<file path="config.mk">
export PLATFORM = sky130hd
export DESIGN_NAME = dmbk_ctrl
export DESIGN_NICKNAME = d
export VERILOG_FILES = /design/src/dmbk_pkg.sv /design/src/dmbk_ctrl.sv
export SDC_FILE = /design/constraint.sdc
export NUM_CORES = 1
export LEC_CHECK = 0
export ABC_AREA = 1
export BUFFER_PORTS_ARGS = -buffer_cell sky130_fd_sc_hd__buf_2
export CAP_MARGIN = 30
export CORE_AREA = 2 2 39 41
export CTS_BUF_LIST = sky130_fd_sc_hd__clkbuf_8
export CTS_CLUSTER_SIZE = 20
export DETAILED_ROUTE_END_ITERATION = 8
export DIE_AREA = 0 0 41 43
export PLACE_DENSITY = 0.62
export RECOVER_POWER = 25
export SYNTH_ARGS = -nofsm -noshare
export SYNTH_HDL_FRONTEND = slang
export SYNTH_SLANG_ARGS = --single-unit
</file>
<file path="constraint.sdc">
create_clock -name clock -period 2.3 [get_ports clock]
set_input_delay 0.46 -clock clock [delete_from_list [all_inputs] [get_ports clock]]
set_output_delay 0.46 -clock clock [all_outputs]
set_load 0.02 [all_outputs]
</file>
<file path="src/dmbk_pkg.sv">
// ----------------------------------------------------------------------------
// dmbk_pkg
// Types, constants and commands of the best-k descriptor matcher.
// ----------------------------------------------------------------------------
package dmbk_pkg;
   localparam int DESC_LEN_DEF   = 128;
   localparam int KEEP_PAIRS_DEF = 9;
   localparam int MAX_RIGHT_DEF  = 1024;

   localparam int CMD_W  = 2;
   localparam int ELEM_W = 8;
   localparam int LEFT_W = 16;
   localparam int RNUM_W = 10;
   localparam int DIST_W = 23;

   localparam logic [CMD_W-1:0] CMD_RIGHT = 2'd0;
   localparam logic [CMD_W-1:0] CMD_LEFT  = 2'd1;
   localparam logic [CMD_W-1:0] CMD_CLEAR = 2'd2;
   localparam logic [CMD_W-1:0] CMD_EMIT  = 2'd3;

   localparam logic [DIST_W-1:0] DIST_MAX = {DIST_W{1'b1}};

   typedef struct packed {
      logic [CMD_W-1:0]  command;
      logic [ELEM_W-1:0] element_value;
   } req_type;

   typedef struct packed {
      logic [LEFT_W-1:0] left_number;
      logic [RNUM_W-1:0] right_number;
      logic [DIST_W-1:0] distance;
      logic              pair_valid;
      logic              final_pair;
   } rsp_type;

   // controller -> datapath
   typedef struct packed {
      logic clear;       // reset all counters and kept list
      logic store_elem;  // write req element (right or left)
      logic srch_start;  // begin nearest search
      logic srch_step;   // advance search one element
      logic update;      // record search result in kept list
      logic emit_start;  // load slot pointer
      logic emit_load;   // latch current slot into output reg
   } cmd_type;

   // datapath -> controller
   typedef struct packed {
      logic left_done;   // stored element completed a left descriptor
      logic srch_last;   // last search step issued
      logic emit_last;   // current slot is the last one
   } sts_type;
endpackage

</file>
<file path="src/dmbk_ctrl.sv">
// ----------------------------------------------------------------------------
// dmbk_ctrl
// Sequencer for request handling, nearest search and emit run.
// ----------------------------------------------------------------------------
module dmbk_ctrl import dmbk_pkg::*; (
   input  logic    clock,
   input  logic    reset,
   input  logic    req_valid,
   output logic    req_ready,
   input  req_type req,
   output logic    rsp_valid,
   input  logic    rsp_ready,
   output cmd_type cmd,
   input  sts_type sts
);
   localparam logic [2:0] S_IDLE = 3'd0;
   localparam logic [2:0] S_SRCH = 3'd1;
   localparam logic [2:0] S_DRN1 = 3'd2;
   localparam logic [2:0] S_DRN2 = 3'd3;
   localparam logic [2:0] S_DRN3 = 3'd4;
   localparam logic [2:0] S_UPD  = 3'd5;
   localparam logic [2:0] S_EMIT = 3'd6;

   logic [2:0] state_ff, state_in;
   logic       rv_ff, rv_in;
   logic       lastout_ff, lastout_in;

   wire take = req_valid && req_ready;
   wire out_free = !rv_ff || rsp_ready;
   assign req_ready = (state_ff == S_IDLE) && !rv_ff;
   assign rsp_valid = rv_ff;

   always_comb begin
      cmd = '0;
      state_in = state_ff;
      rv_in = rv_ff && !rsp_ready;
      lastout_in = lastout_ff;
      case (state_ff)
         S_IDLE: begin
            if (take) begin
               case (req.command)
                  CMD_CLEAR: cmd.clear = 1'b1;
                  CMD_EMIT: begin
                     cmd.emit_start = 1'b1;
                     lastout_in = 1'b0;
                     state_in = S_EMIT;
                  end
                  default: begin
                     cmd.store_elem = 1'b1;
                     if (sts.left_done) begin
                        cmd.srch_start = 1'b1;
                        state_in = S_SRCH;
                     end
                  end
               endcase
            end
         end
         S_SRCH: begin
            cmd.srch_step = 1'b1;
            if (sts.srch_last) state_in = S_DRN1;
         end
         S_DRN1: state_in = S_DRN2;
         S_DRN2: state_in = S_DRN3;
         S_DRN3: state_in = S_UPD;
         S_UPD: begin
            cmd.update = 1'b1;
            state_in = S_IDLE;
         end
         S_EMIT: begin
            if (out_free) begin
               if (lastout_ff) state_in = S_IDLE;
               else begin
                  cmd.emit_load = 1'b1;
                  rv_in = 1'b1;
                  lastout_in = sts.emit_last;
               end
            end
         end
         default: state_in = S_IDLE;
      endcase
   end

   always_ff @(posedge clock) begin
      if (reset) begin
         state_ff <= S_IDLE; rv_ff <= 1'b0; lastout_ff <= 1'b0;
      end else begin
         state_ff <= state_in; rv_ff <= rv_in; lastout_ff <= lastout_in;
      end
   end
endmodule

</file>
Word level (Yosys, flattened, before mapping)
Index checks and enable logic that the tools add are counted.
{"block": "word_totals", "ff_bits": 5, "latch_bits": 0, "ramBits": 0, "mem_bits_ro": 0, "input_bits": 17, "output_inout_bits": 9, "word_cells": 57, "n_memories": 0}
{"block": "classes", "addsub": 0, "mul": 0, "n_div": 0, "magnitude_cmp": 0, "eq_ne": 15, "shift": 0, "mux": 28, "bitwise": 0, "reduce_logical": 11}
{"op": "$mux W3", "n": 7}
{"op": "$pmux W3 S6", "n": 1}
{"op": "$mux W1", "n": 17}
{"op": "$ne A2 B2 Y1 const B", "n": 5}
{"op": "$eq A3 B3 Y1 const B", "n": 3}
{"op": "$eq A3 B2 Y1 const B", "n": 2}
{"op": "$pmux W3 S2", "n": 1}
{"op": "$reduce_and A6 Y1", "n": 1}
{"op": "$eq A2 B2 Y1 const B", "n": 2}
{"op": "$reduce_and A4 Y1", "n": 1}
{"op": "$eq A3 B1 Y1 const B", "n": 1}
{"op": "$logic_and A1 B1 Y1", "n": 3}
{"op": "$logic_not A3 Y1", "n": 1}
{"op": "$ne A3 B2 Y1 const B", "n": 1}
{"op": "$logic_not A1 Y1", "n": 2}
{"op": "$mux W2", "n": 1}
{"op": "$ne A2 B1 Y1 const B", "n": 1}
{"op": "$pmux W1 S2", "n": 1}
{"op": "$reduce_bool A2 Y1", "n": 1}
{"op": "$reduce_or A2 Y1", "n": 1}
{"op": "$logic_or A1 B1 Y1", "n": 1}

Depth between registers and ports, before layout
{"block": "logic_depth", "ltp_word": 5, "ltp_mapped": 9, "depth_no_buf": 9}

Least setup slack after synthesis
OpenSTA, ideal clock, no wires.
{"block": "synth_timing", "path_type": "register -> output", "startpoint": "register state_ff[0]", "endpoint": "output cmd[4] (netlist name)", "t_arrival_ns": 1.470, "required_time_ns": 1.840, "slack_ns": 0.370, "path_stages_with_launch": 6, "path_buffers": 0, "path_cell_list": "dfxtp_1 > nor2_2 > nand2_4 > nor2_2 > nand2_1 > nor3_1"}
{"item": "start, declared", "line_no": "dmbk_ctrl.sv:24", "rtl": "logic [2:0] state_ff, state_in;"}
{"item": "start signal, assigned", "line_no": "dmbk_ctrl.sv:87", "rtl": "state_ff <= state_in; rv_ff <= rv_in; lastout_ff <= lastout_in;"}
{"item": "end, declared", "line_no": "dmbk_ctrl.sv:13", "rtl": "output cmd_type cmd,"}

==> qor.yml <==
status:
  outcome: "complete, no violations"
synth:
  syn-instance-count: 75
  post_synth_instance_area_sq_um: 460
  synth_seq_area_share_pct: 21.7
  synthDistinctLibCells: 17
  syn_area_per_cell_sq_um: 6.14
  ys_seq_elements: 5
  synthesis.yosys.warnings: 0
  synthesis.nets: 92
die:
  initial_utilization_pct: 33.3
  floorplan.die_area_sq_um: 1760
  floorplan.io_pins: 26
  dieWidth_um: 41
  chipHeight_um: 43
  placementRows: 14
  core_area_sq_um: 1380
routing:
  drtIter0Drc: 9
  first_pass_iters: 2
  route.detailed.drc: 0
  ant_nets: 0
  vias_per_cell: 4.53
  routed_vias: 507
  wl_mm: 1.00
  post_drt_wl_per_cell_um: 8.94
global_route:
  global_route_wire_length_before_repair_mm: 1.55
  overflow: 0
  grt_util_all_layers_pct: 13.4
  vias_in_the_first_global_route: 394
  antenna_found_initial: 0
  grt_max_degree: 8
sta:
  worst_slew_margin_rel_pct: 79.4
  maxSlewViolCount: 0
  fin_tns_setup_ps: 0
  tightestPinTransition_ps: 309
  clock_skew_ps: 0.740
  final.period_utilization_pct: 83.7
  max_clock_freq_mhz: 520
  layout_min_cycle_time_ps: 1920
  final_setup_violating_endpoints: 0
  final_hold_viol_count: 0
  grt_setup_unrepaired: "no"
finish:
  finalCoreUtilization_pct: 44.0
  final_net_count: 114
  multiInputGateArea_sq_um: 308
  drive_gt1_share_pct: 37.5
  regArea_sq_um: 100
  area_growth_syn_to_layout_pct: 32.3
  final.fill_count: 157
  antenna_cells: 0
  finalNonFillerCells: 112
setup_path:
  critPathLaunchType: "register"
  worstPathRequired_ps: 1840
  setup.worst_path.end: "cmd[6]"
  crit_path_max_fanout: 7
  rrSetupSlack_ps: 960
  r2r-start: "state_ff[2]"
  setup.worst_path.class: "reg -> out"
  cp-end-kind: "output port"
  worstPathArrival_ps: 1460
  timing.critical_path.from: "state_ff[2]"
  r2r.worst_path.cells: 7
  rr_endpoint: "state_ff[1]"
power:
  power_leakage_nw: 0.327
  vdd_ir_drop_max_mv: 0.534
  power_per_cell_area_nw_per_um2: 1180
cts:
  root_buffer: "sky130_fd_sc_hd__clkbuf_8"
  cts_post_setup_buffers_inserted: 0
  insertion_delay_ps: 220
  numClockSinks: 5
  postCtsResizedCells: 0
  cts-hold-fix-buffers: 0
  worst_setup_hold_path_clk_slew_ps: 30
  ctsLongestPathBuffers: 2
  cts_made_buffers: 3
  cts_tree: "done"
  cts_max_level: 1
place:
  half_perimeter_wire_length_after_placement_um: 804
  gp_congestion: 0.771
  placement.io_buffers: 17
  dpl.cell_count: 108
worst_hold_path:
  holdCritPathClass: "in -> reg"
job:
  maximum_capacitance_violations: 0
## cell families after synthesis
family,synth area share (%)
buffers and inverters,11.4
AND/OR/NAND/NOR,53.0
flip-flops,21.7
AO/OA/AOI/OAI,13.9
## critical path, cell delays in order (launching register included)
cell,delay [ps]
sky130_fd_sc_hd__dfxtp_1,350
sky130_fd_sc_hd__inv_1,260
sky130_fd_sc_hd__nand2_4,110
sky130_fd_sc_hd__nor2_2,100
sky130_fd_sc_hd__nand2_1,100
sky130_fd_sc_hd__nor3_1,130
sky130_fd_sc_hd__buf_2,190
## flip-flops by register name, summed over array words and instances, names as in the netlist
signal,flops
lastout_ff,1
state_ff,3
rsp_valid,1
## routing by layer
| metal | vias to the layer above | routed length (um) | GRT usage (%) |
|---|---|---|---|
| met4 | 0 | 15 | 12.0 |
| li1 | 276 | - | - |
| met3 | 2 | 33 | 4.71 |
| met1 | 218 | 464 | 16.1 |
| met2 | 11 | 488 | 17.5 |
| met5 | - | 0 | 0 |
## synth_stat cells, drive strengths merged
master | count | area [sq um]
a21oi | 6 | 45.1
dfxtp | 5 | 100
inv | 14 | 52.6
nand2 | 20 | 95.1
nand3 | 6 | 30.0
nand4 | 2 | 12.5
nor2 | 15 | 86.3
nor3 | 4 | 20.0
o21ai | 3 | 18.8
## area by class of cell
type	count	share of cell area, %
clock inverters	1	0.616
flip-flops and latches	5	16.4
clock buffers	3	6.78
repair buffers	17	13.8
multi-input cells	56	50.5
well taps	16	3.29
inverters	14	8.62
## worst min-delay path by stage
stage                          start          to  depth (start not counted)
after global placement    lastout_ff  lastout_ff                          2
final                          reset   rsp_valid                          2
after floorplan           lastout_ff  lastout_ff                          2
after detailed placement  lastout_ff  lastout_ff                          2
after CTS                      reset   rsp_valid                          2
after global routing           reset   rsp_valid                          2
## cell usage in the layout, fill, tap and decap left out
cell type	Yosys	routed
sky130_fd_sc_hd__inv_2	3	2
sky130_fd_sc_hd__nor2_2	3	3
sky130_fd_sc_hd__nor3_1	4	4
sky130_fd_sc_hd__nand4_1	2	2
sky130_fd_sc_hd__clkbuf_8	0	3
sky130_fd_sc_hd__o21ai_0	2	2
sky130_fd_sc_hd__nand2_2	5	5
sky130_fd_sc_hd__inv_1	11	13
sky130_fd_sc_hd__nand2_4	1	1
sky130_fd_sc_hd__nand3_1	6	6
sky130_fd_sc_hd__nor2_4	3	3
sky130_fd_sc_hd__clkbuf_1	0	1
sky130_fd_sc_hd__o21ai_2	1	1
sky130_fd_sc_hd__a21oi_4	1	1
sky130_fd_sc_hd__a21oi_2	1	1
sky130_fd_sc_hd__a21oi_1	4	4
sky130_fd_sc_hd__dfxtp_1	5	5
sky130_fd_sc_hd__nor2_1	9	9
sky130_fd_sc_hd__buf_2	0	16
sky130_fd_sc_hd__nand2_1	14	14
## metrics by stage
stage               total power, mW  area [sq um]  setup WS (ps)  hold WS, ps
floorplan                     0.475           460            370          461
global placement              0.555           566            661          479
detailed placement            0.562           566            639          495
CTS                           0.726           611            404          412
global route                  0.787           609            199          415
finish                        0.716           609            376          410
## report_power, final
part	leakage (nW)	switching (mW)	internal, mW
Sequential	0.0411	0.0346	0.110
Clock	0.0269	0.0429	0.114
Combinational	0.259	0.270	0.144
(Power assumes the default switching activity.)
